[src/sv/sfd_pkg.sv]
`timescale 1ns / 1ps
// Shared types, constants and arithmetic for the sensor frame deframer.
// No dependencies; imported by every module of the block.
package sfd_pkg;

  localparam int CHANNELS_DEFAULT = 8;
  localparam int CHANNELS_MAX     = 16;

  localparam int CFG_INDEX_W = 1;
  localparam int CFG_DATA_W  = 8;

  localparam logic [CFG_INDEX_W-1:0] REG_SYNC_MARKER = 1'b0;
  localparam logic [CFG_INDEX_W-1:0] REG_END_MARKER  = 1'b1;

  localparam logic [7:0] SYNC_MARKER_RESET = 8'h55;
  localparam logic [7:0] END_MARKER_RESET  = 8'h66;

  // frame positions counted from 1 after the sync byte
  localparam int POS_ID_HI  = 4;
  localparam int POS_ID_LO  = 5;
  localparam int POS_STATUS = 10;
  localparam int POS_READ0  = 11;

  localparam int TDATA_W = 72;
  localparam int TUSER_W = 2;

  typedef struct packed {
    logic signed [15:0] node_id;
    logic signed [15:0] parent_id;
    logic [7:0]         status;
    logic               complete;
  } frame_hdr_t;

  typedef struct packed {
    logic [2:0]         channel;
    logic signed [15:0] raw_reading;
    logic signed [15:0] temp_tenths;
    logic               sensor_open;
    logic signed [15:0] node_id;
    logic signed [15:0] parent_id;
    logic               frame_complete;
    logic               last;
  } result_t;

  // raw * 5 / 8, truncated toward zero
  function automatic logic signed [15:0] temp_from_raw(input logic signed [15:0] raw);
    logic signed [18:0] prod;
    prod = (19'(raw) <<< 2) + 19'(raw);
    if (prod < 0) begin
      prod = prod + 19'sd7;
    end
    return 16'(prod >>> 3);
  endfunction

endpackage

[src/sv/sfd_parser.sv]
`timescale 1ns / 1ps
// Byte-stream side: sync hunt, frame position counter and field capture.
// Depends on sfd_pkg.
module sfd_parser
  import sfd_pkg::*;
#(
  parameter int CHANNELS = CHANNELS_DEFAULT,
  parameter int IDX_W    = 3
) (
  input  logic                clk,
  input  logic                rst,
  input  logic                in_valid,
  output logic                in_ready,
  input  logic [7:0]          in_byte,
  input  logic [7:0]          sync_marker,
  input  logic [7:0]          end_marker,
  input  logic                emit_busy,
  output logic                frame_done,
  output frame_hdr_t          hdr,
  output logic signed [15:0]  readings [CHANNELS]
);

  localparam int POS_READ_END = POS_READ0 + 2 * CHANNELS;
  localparam int POS_PAR_HI   = 12 + 2 * CHANNELS;
  localparam int POS_PAR_LO   = 13 + 2 * CHANNELS;
  localparam int POS_END      = 14 + 2 * CHANNELS;
  localparam int POS_W        = $clog2(POS_END + 1);

  logic              in_frame;
  logic [POS_W-1:0]  byte_position;
  logic [7:0]        high_byte_hold;
  logic [15:0]       frame_id;
  logic [7:0]        status_bits;
  logic [15:0]       frame_parent;

  logic              accept;
  logic [POS_W-1:0]  pos_next;
  logic [POS_W-1:0]  read_ofs;
  logic              in_reads;
  logic              rd_we;
  logic [IDX_W-1:0]  rd_idx;

  assign in_ready = !(emit_busy && in_frame && (byte_position == POS_W'(POS_END - 1)));
  assign accept   = in_valid && in_ready;
  assign pos_next = byte_position + POS_W'(1);
  assign read_ofs = pos_next - POS_W'(POS_READ0);
  assign in_reads = (pos_next >= POS_W'(POS_READ0)) && (pos_next < POS_W'(POS_READ_END));
  assign rd_we    = accept && in_frame && in_reads && read_ofs[0];
  assign rd_idx   = IDX_W'(read_ofs >> 1);

  assign frame_done   = accept && in_frame && (pos_next == POS_W'(POS_END));
  assign hdr.node_id   = frame_id;
  assign hdr.parent_id = frame_parent;
  assign hdr.status    = status_bits;
  assign hdr.complete  = (in_byte == end_marker);

  always_ff @(posedge clk) begin
    if (rst) begin
      in_frame       <= 1'b0;
      byte_position  <= '0;
      high_byte_hold <= '0;
      frame_id       <= '0;
      status_bits    <= '0;
      frame_parent   <= '0;
    end else if (accept) begin
      if (!in_frame) begin
        if (in_byte == sync_marker) begin
          in_frame      <= 1'b1;
          byte_position <= '0;
        end
      end else begin
        byte_position <= pos_next;
        if (pos_next == POS_W'(POS_ID_HI) || pos_next == POS_W'(POS_PAR_HI)) begin
          high_byte_hold <= in_byte;
        end else if (pos_next == POS_W'(POS_ID_LO)) begin
          frame_id <= {high_byte_hold, in_byte};
        end else if (pos_next == POS_W'(POS_PAR_LO)) begin
          frame_parent <= {high_byte_hold, in_byte};
        end else if (pos_next == POS_W'(POS_STATUS)) begin
          status_bits <= in_byte;
        end else if (in_reads && !read_ofs[0]) begin
          high_byte_hold <= in_byte;
        end else if (pos_next == POS_W'(POS_END)) begin
          in_frame      <= 1'b0;
          byte_position <= '0;
        end
      end
    end
  end

  always_ff @(posedge clk) begin
    for (int i = 0; i < CHANNELS; i++) begin
      if (rd_we && rd_idx == IDX_W'(i)) begin
        readings[i] <= {high_byte_hold, in_byte};
      end
    end
  end

endmodule

[src/sv/sfd_emitter.sv]
`timescale 1ns / 1ps
// Result side: frame snapshot, channel counter and registered output stage.
// Depends on sfd_pkg.
module sfd_emitter
  import sfd_pkg::*;
#(
  parameter int CHANNELS = CHANNELS_DEFAULT,
  parameter int IDX_W    = 3
) (
  input  logic                clk,
  input  logic                rst,
  input  logic                frame_done,
  input  frame_hdr_t          hdr,
  input  logic signed [15:0]  readings [CHANNELS],
  output logic                busy,
  output logic                out_valid,
  input  logic                out_ready,
  output result_t             out_res
);

  localparam int EXT_W = (IDX_W > 3) ? IDX_W : 3;

  logic signed [15:0] snap_rd [CHANNELS];
  frame_hdr_t         snap_hdr;
  logic [IDX_W-1:0]   idx;
  logic [EXT_W-1:0]   idx_ext;
  logic               load_out;
  logic               idx_last;
  logic signed [15:0] raw_sel;
  result_t            res_next;

  assign load_out = busy && (!out_valid || out_ready);
  assign idx_last = (idx == IDX_W'(CHANNELS - 1));
  assign idx_ext  = EXT_W'(idx);
  assign raw_sel  = snap_rd[idx];

  always_comb begin
    res_next.channel        = idx_ext[2:0];
    res_next.raw_reading    = raw_sel;
    res_next.temp_tenths    = temp_from_raw(raw_sel);
    res_next.sensor_open    = ((idx_ext >> 3) == '0) && !snap_hdr.status[idx_ext[2:0]];
    res_next.node_id        = snap_hdr.node_id;
    res_next.parent_id      = snap_hdr.parent_id;
    res_next.frame_complete = snap_hdr.complete;
    res_next.last           = idx_last;
  end

  always_ff @(posedge clk) begin
    if (rst) begin
      busy      <= 1'b0;
      idx       <= '0;
      out_valid <= 1'b0;
    end else begin
      if (frame_done) begin
        busy <= 1'b1;
        idx  <= '0;
      end else if (load_out) begin
        idx <= idx_last ? '0 : idx + IDX_W'(1);
        if (idx_last) begin
          busy <= 1'b0;
        end
      end
      if (load_out) begin
        out_valid <= 1'b1;
      end else if (out_ready) begin
        out_valid <= 1'b0;
      end
    end
  end

  always_ff @(posedge clk) begin
    if (frame_done) begin
      snap_rd  <= readings;
      snap_hdr <= hdr;
    end
    if (load_out) begin
      out_res <= res_next;
    end
  end

endmodule

[src/sv/sensor_frame_deframer_core.sv]
`timescale 1ns / 1ps
// Top level of the sensor frame deframer: configuration registers and stream ports.
// Depends on sfd_pkg, sfd_parser and sfd_emitter.

// Takes one stream byte per cycle while s_tready is high. Bytes are dropped until
// the sync marker is seen; the frame that follows is 14 + 2*CHANNELS bytes long,
// and its end byte copies the captured fields into a snapshot and starts CHANNELS
// results, one per cycle while m_tready is high, channel 0 first, tlast on the final one.
// The end byte of the next frame is held off (s_tready low) only if the
// previous frame's results are still being delivered from the snapshot.
// The end byte sets busy; the first result is then loaded into the output register.
module sensor_frame_deframer_core
  import sfd_pkg::*;
#(
  parameter int CHANNELS = CHANNELS_DEFAULT
) (
  input  logic                   clk,
  input  logic                   rst,
  input  logic                   s_tvalid,
  output logic                   s_tready,
  input  logic [7:0]             s_tdata,   // [7:0] rx_byte
  output logic                   m_tvalid,
  input  logic                   m_tready,
  output logic [TDATA_W-1:0]     m_tdata,   // channel, raw_reading, temp_tenths, node_id,
                                            // parent_id, zero pad
  output logic [TUSER_W-1:0]     m_tuser,   // sensor_open, frame_complete
  output logic                   m_tlast,
  input  logic                   cfg_we,
  input  logic [CFG_INDEX_W-1:0] cfg_index,
  input  logic [CFG_DATA_W-1:0]  cfg_data
);

  localparam int IDX_W = (CHANNELS > 1) ? $clog2(CHANNELS) : 1;

  logic [7:0]         sync_marker;
  logic [7:0]         end_marker;
  logic               emit_busy;
  logic               frame_done;
  frame_hdr_t         hdr;
  logic signed [15:0] readings [CHANNELS];
  result_t            out_res;

  always_ff @(posedge clk) begin
    if (rst) begin
      sync_marker <= SYNC_MARKER_RESET;
      end_marker  <= END_MARKER_RESET;
    end else if (cfg_we) begin
      case (cfg_index)
        REG_SYNC_MARKER: sync_marker <= cfg_data;
        REG_END_MARKER:  end_marker  <= cfg_data;
        default: ;
      endcase
    end
  end

  sfd_parser #(
    .CHANNELS (CHANNELS),
    .IDX_W    (IDX_W)
  ) u_parser (
    .clk         (clk),
    .rst         (rst),
    .in_valid    (s_tvalid),
    .in_ready    (s_tready),
    .in_byte     (s_tdata),
    .sync_marker (sync_marker),
    .end_marker  (end_marker),
    .emit_busy   (emit_busy),
    .frame_done  (frame_done),
    .hdr         (hdr),
    .readings    (readings)
  );

  sfd_emitter #(
    .CHANNELS (CHANNELS),
    .IDX_W    (IDX_W)
  ) u_emitter (
    .clk        (clk),
    .rst        (rst),
    .frame_done (frame_done),
    .hdr        (hdr),
    .readings   (readings),
    .busy       (emit_busy),
    .out_valid  (m_tvalid),
    .out_ready  (m_tready),
    .out_res    (out_res)
  );

  assign m_tdata = {5'b0, out_res.parent_id, out_res.node_id, out_res.temp_tenths,
                    out_res.raw_reading, out_res.channel};
  assign m_tuser = {out_res.frame_complete, out_res.sensor_open};
  assign m_tlast = out_res.last;

`ifndef ASSERT_OFF
  a_snapshot_free: assert property (@(posedge clk) disable iff (rst)
    frame_done |-> !emit_busy)
    else $error("snapshot overwritten while results pending");

  a_stall_cause: assert property (@(posedge clk) disable iff (rst)
    !s_tready |-> emit_busy)
    else $error("input stalled with no results pending");

  a_out_hold: assert property (@(posedge clk) disable iff (rst)
    (m_tvalid && !m_tready) |=> (m_tvalid && $stable(m_tdata) && $stable(m_tuser)
                                 && $stable(m_tlast)))
    else $error("result changed while waiting for m_tready");
`endif

endmodule
[config.mk]
export PLATFORM = sky130hd
export DESIGN_NAME = sensor_frame_deframer_core
export DESIGN_NICKNAME = d
export VERILOG_FILES = /design/src/sv/sfd_pkg.sv /design/src/sv/sfd_parser.sv /design/src/sv/sfd_emitter.sv /design/src/sv/sensor_frame_deframer_core.sv
export SDC_FILE = /design/constraint.sdc
export NUM_CORES = 1
export LEC_CHECK = 0
export ABC_CLOCK_PERIOD_IN_PS = 8100
export BUFFER_PORTS_ARGS = -buffer_cell sky130_fd_sc_hd__clkbuf_2
export CORE_ASPECT_RATIO = 1.2
export CORE_MARGIN = 2
export CORE_UTILIZATION = 50
export DETAILED_ROUTE_END_ITERATION = 7
export PLACE_DENSITY_LB_ADDON = 0.1
export SLEW_MARGIN = 5
export SYNTH_ARGS = -nofsm -noshare
export SYNTH_HDL_FRONTEND = slang
export SYNTH_HIERARCHICAL = 1
export SYNTH_SLANG_ARGS = --single-unit
[constraint.sdc]
create_clock -name clk -period 8.1 [get_ports clk]
set_input_delay 0.81 -clock clk [delete_from_list [all_inputs] [get_ports clk]]
set_output_delay 0.81 -clock clk [all_outputs]
set_load 0.01 [all_outputs]
* After elaboration in Yosys (flattened, before gate mapping) *
Index checks and enable logic that the tools add are counted.
W data, S select, Z words.

storage, ports and cells
  register bits = 442
  input bits = 22
  logic and storage cells = 146

cells by class
  add/sub/neg operators = 5
  mux-type cells = 33
  $lt $le $gt $ge = 5
  reduce and logical (&&, ||, !) cells = 39
  bitwise operators = 5
  eq/ne operators = 20

operators with widths
  operator                 number
  $bmux W16 S3             1
  $mux W5                  8
  $mux W8                  5
  $mux W16                 2
  $eq A5 B5 Y1 const B     4
  $add A18 B16 Y19         1
  $add A19 B4 Y19 const B  1
  $lt A19 B1 Y1 const B    1
  $mux W19                 1
  $logic_and A1 B1 Y1      18
  $eq A8 B8 Y1             2
  $eq A3 B3 Y1 const B     5
  $mux W1                  14
  $reduce_and A6 Y1        2
  $eq A5 B3 Y1 const B     2
  $reduce_bool A2 Y1       5
  $reduce_and A2 Y1        4
  $eq A3 B2 Y1 const B     2
  $ne A2 B1 Y1 const B     3
  $add A5 B1 Y5 const B    1
  $eq A5 B4 Y1 const B     1
  $ge A5 B4 Y1 const B     1
  $lt A5 B5 Y1 const B     1
  $reduce_and A5 Y1        1
  other kinds (14)         21

* Longest topological paths before layout *
  word-level depth = 10
  depth in mapped cells = 15

* Cells and area by module *
The synthesis kept the hierarchy.

modules (own cells, without submodules)
  module                      cells each  seq. area each (µm²)  area each (µm²)  instances
  sfd_emitter                 446         7,277.0               9,328.9          1
  sfd_parser                  458         4,924.7               6,671.4          1
  sensor_frame_deframer_core  72          320.3                 704.4            1

* Worst setup path after synthesis *
OpenSTA, ideal clock, no wires.

  path type = in2reg
  start = in s_tvalid
  end = reg u_emitter.snap_hdr (netlist bit u_emitter/res_next[10]) (enable)
  data arrival time = 5.373 ns
  buffers on the path = 1
  stages = 3
  setup slack = 2.174 ns
  cells stage by stage = o211a_1 -> buf_1 -> and3_1

on the way
  cells in the longest elaborated chain, start to end = 3

ends and longest elaborated chain
  item                               RTL line                          source
  start, declared                    sensor_frame_deframer_core.sv:19  input logic s_tvalid,
  $logic_and A1 B1 Y1                sfd_parser.sv:44                  assign accept = in_valid && in_ready;
  $logic_and A1 B1 Y1 (2 in series)  sfd_parser.sv:51                  assign frame_done = accept && in_frame && (pos_next == POS_W'(POS_END));
  via frame_done                     sensor_frame_deframer_core.sv:38  logic frame_done;
  end signal, assigned               sfd_emitter.sv:74                 snap_hdr <= hdr;
  end, declared                      sfd_emitter.sv:24                 frame_hdr_t snap_hdr;

The timed path passes the listed nets, and every way through them passes these cells.
A chain may end at the register's enable or synchronous reset.

==> impl_metrics.csv <==
group,metric,value,unit
status,outcome,"finished, final reports clean",
routing,drc_errors,0,
hold_path,hold_class,"reg -> reg",
routing,wl,30600,µm
job,drv_cap,0,
clocking,cts_resized,0,
sta,slew_headroom,31.0,%
floorplanning,num_rows,73,
finish,layout.cells.most_common,"edfxtp_1",
pwr,leakagePower,0.00587,µW
worst_setup_path,crit_required,8.39,ns
placement,dp_hpwl,18300,µm
worst_setup_path,cp_slowest_cell,"dfxtp_2",
pwr,comb_power_share,1.1,%
synthesis,synthDistinctLibCells,71,
placement,io_buffers,93,
finish,syn_to_final_growth,13.4,%
placement,dpl-instance-area,17600,µm²
clocking,cts_max_path_buffers,3,
floorplanning,die_x,171,µm
floorplanning,coreArea,33100,µm²
worst_setup_path,cpMostUsedCell,"nand3_1",
sta,hold_violations,0,
synthesis,synth_edf_count,367,
clocking,clockRootBuffer,"clkbuf_16",
routing,num_vias,8479,
sta,finalSetupViolCount,0,
clocking,clock-sinks,442,
floorplanning,die_h,204,µm
finish,final_util,57.3,%
routing,vias_per_cell,5.39,
worst_setup_path,timing.rr.start,"u_emitter/idx[0]",
pwr,p_sw,854,µW
worst_setup_path,rr_worst_depth,12,
sta,timing.final.max_slew_violations,0,
floorplanning,start_util,50.5,%
pwr,intPower,3480,µW
worst_setup_path,worst-r2r-setup-slack,2.94,ns
worst_setup_path,critPathLaunchType,"register",
finish,mostFrequentLayoutCells,"367 x edfxtp_1, 93 x clkbuf_2, 74 x dfxtp_1",
pwr,pwr-share-seq,56.2,%
sta,period_needed,5.16,ns
sta,tightest_slew,1.03,ns
worst_setup_path,end_kind,"register",
clocking,numCtsBuffers,42,
floorplanning,ios,99,
worst_setup_path,cp_cell_sequence,"buf_4 > mux4_2 > mux2_2 > ha_1 > a21o_1 > a221oi_1 > xnor2_1 > nand3_1 > or4b_4 > nor4b_4 > nand3_1 > xor2_1",
synthesis,ys_ff_latch,442,
clocking,insertion_delay,0.55,ns
global_routing,antenna_found_initial,0,
hold_path,min_to,"u_emitter/snap_rd[54]",
clocking,cts_tree,"done",
global_routing,grt_max_degree,92,
global_routing,grt_pass1_wl,47700,µm
worst_setup_path,crit_path_max_incr_delay,0.74,ns
clocking,post_cts_buffers,0,
synthesis,syn_inst,976,
floorplanning,dieArea,34900,µm²
synthesis,ys_seq_area_share,75.0,%
routing,drtIter0Drc,517,
synthesis,yosysWarnings,6,
global_routing,gr-total-overflow,0,
global_routing,first_global_vias,8560,
routing,wl_per_cell,19.5,µm
sta,rsz0062_at_grt,"no",
sta,max_freq,194,MHz
pwr,peakVddDrop,0.000159,V
placement,place_ws,2.82,ns
finish,final_nets,1135,
hold_path,holdCritStartpoint,"u_parser/readings[54]",
routing,first_pass_iters,4,
sta,setup_tns,0,ns
worst_setup_path,crit_arrival,5.45,ns
pwr,netSwitchingFraction,19.7,%
hold_path,hold_path_depth,0,
synthesis,synth_ff_type,"edfxtp_1",
routing,ant_nets,0,
sta,clock_skew,0.0244,ns
clocking,cts_hold_buf,0,
placement,gp_congestion,0.794,
worst_setup_path,critPathKind,"reg -> reg",
sta,worst_slack,2.94,ns
sta,fin_crit_sh,63.7,%
synthesis,async_flop_share,0,%
pwr,pwr-share-clk,42.7,%
clocking,cts.clk_slew.worst_paths,0.06,ns
synthesis,syn_area,16700,µm²
clocking,cts-htree-levels,2,
finish,drive_above_1_share,21.4,%
worst_setup_path,critPathMaxFanout,20,
pwr,power_density,229,nW/µm²
global_routing,grt.total_usage,18.2,%
worst_setup_path,r2r_end,"u_emitter/out_res[47]",
finish,final_area,18900,µm²
synthesis,synth_area_per_cell,17.1,µm²
## cell families after synthesis
kind of cell               after synthesis  synth area share [%]
DFF                                    442                  75.0
and+or+nand+nor                        192                  6.40
AOI/OAI and AO/OA                      134                  4.80
muxes                                   80                  7.45
buffers and inverters                   53                  1.76
xor gates and xnor gates                50                  2.76
adders and majority gates               24                  1.84
other                                    1                0.0224
## stage by stage
step	hold slack, ns	std cells	total power (µW)
after floorplan	0.400	980	2510
after global placement	0.401	1495	2530
after detailed placement	0.405	1495	2530
after CTS	0.415	1573	4390
after global routing	0.420	1573	4470
final	0.416	1574	4340
## registers in the layout, indices dropped and copies added, names as in the netlist, 8 cells and up
register                 count
u_parser/readings          128
u_emitter/snap_hdr           8
u_parser/status_bits         8
sync_marker                  8
u_parser/frame_id           16
u_emitter/out_res           70
u_emitter/res_next          33
end_marker                   8
u_parser/frame_parent       16
u_parser/high_byte_hold      8
u_emitter/snap_rd          128
## worst max path at each step
stage               depth (start not counted)             start                     end  slack, ns
global route                               12  u_emitter/idx[0]   u_emitter/out_res[47]       2.39
detailed placement                         12  u_emitter/idx[0]   u_emitter/out_res[47]       2.82
CTS                                        12  u_emitter/idx[0]   u_emitter/out_res[47]       2.80
global placement                           12  u_emitter/idx[0]   u_emitter/out_res[47]       2.89
finish                                     12  u_emitter/idx[0]   u_emitter/out_res[47]       2.94
floorplan                                   3          s_tvalid  u_emitter/res_next[10]       2.17
## cells in the mapped netlist (3+ instances only)
| cell type | number | area [µm²] |
|---|---|---|
| edfxtp_1 | 367 | 11000 |
| and2_1 | 4 | 25.0 |
| nand3_1 | 44 | 220 |
| o21ai_0 | 31 | 155 |
| a211o_1 | 3 | 26.3 |
| ha_1 | 23 | 288 |
| xnor2_1 | 29 | 254 |
| mux2i_1 | 31 | 310 |
| mux4_2 | 34 | 766 |
| clkbuf_1 | 13 | 48.8 |
| xor2_1 | 18 | 158 |
| and4_1 | 6 | 52.6 |
| o21ai_1 | 13 | 65.1 |
| dfxtp_1 | 75 | 1500 |
| buf_1 | 7 | 26.3 |
| nor2_1 | 44 | 165 |
| a211oi_1 | 3 | 22.5 |
| buf_2 | 7 | 35.0 |
| a21o_1 | 10 | 75.1 |
| buf_4 | 11 | 82.6 |
| nor3_1 | 7 | 35.0 |
| nand4_1 | 5 | 31.3 |
| inv_1 | 9 | 33.8 |
| and3_1 | 7 | 43.8 |
| a21oi_1 | 49 | 245 |
| buf_6 | 6 | 67.6 |
| nand2_1 | 21 | 78.8 |
| xor2_2 | 3 | 48.8 |
| nand2b_1 | 28 | 175 |
| mux2_2 | 15 | 169 |
## power by group through the flow
stage               Clock, µW  Sequential, µW  Combinational, µW
floorplan                   0            2490               26.3
global placement            0            2490               46.9
detailed placement          0            2490               47.5
CTS                      1910            2440               47.6
global route             1990            2440               51.7
finish                   1850            2440               47.0
## cell type report
cell class | instances | area (µm²)
inverter | 9 | 35.0
clock buffer | 52 | 1090
tap | 450 | 563
fill | 2614 | 14100
sequential | 442 | 12500
timing repair buffer | 109 | 586
antenna | 1 | 2.50
multi-input combinational | 485 | 3920
clock inverter | 26 | 231
## routing by layer
layer / track usage [%] / share of wire, %
met4: 5.78 / 2.4
met1: 22.9 / 42
met2: 31.9 / 51
met5: 0 / 0
met3: 3.25 / 4.1
## critical path: cells and delay by family, from the launching register on
kind | cells | cell delay (ns)
xor+xnor | 2 | 0.38
simple gates | 4 | 1.20
fa+ha+maj | 1 | 0.37
flops | 1 | 0.74
buf+inv | 1 | 0.50
compound gates | 2 | 0.82
mux | 2 | 0.86
Power figures use the tool's default switching activity.
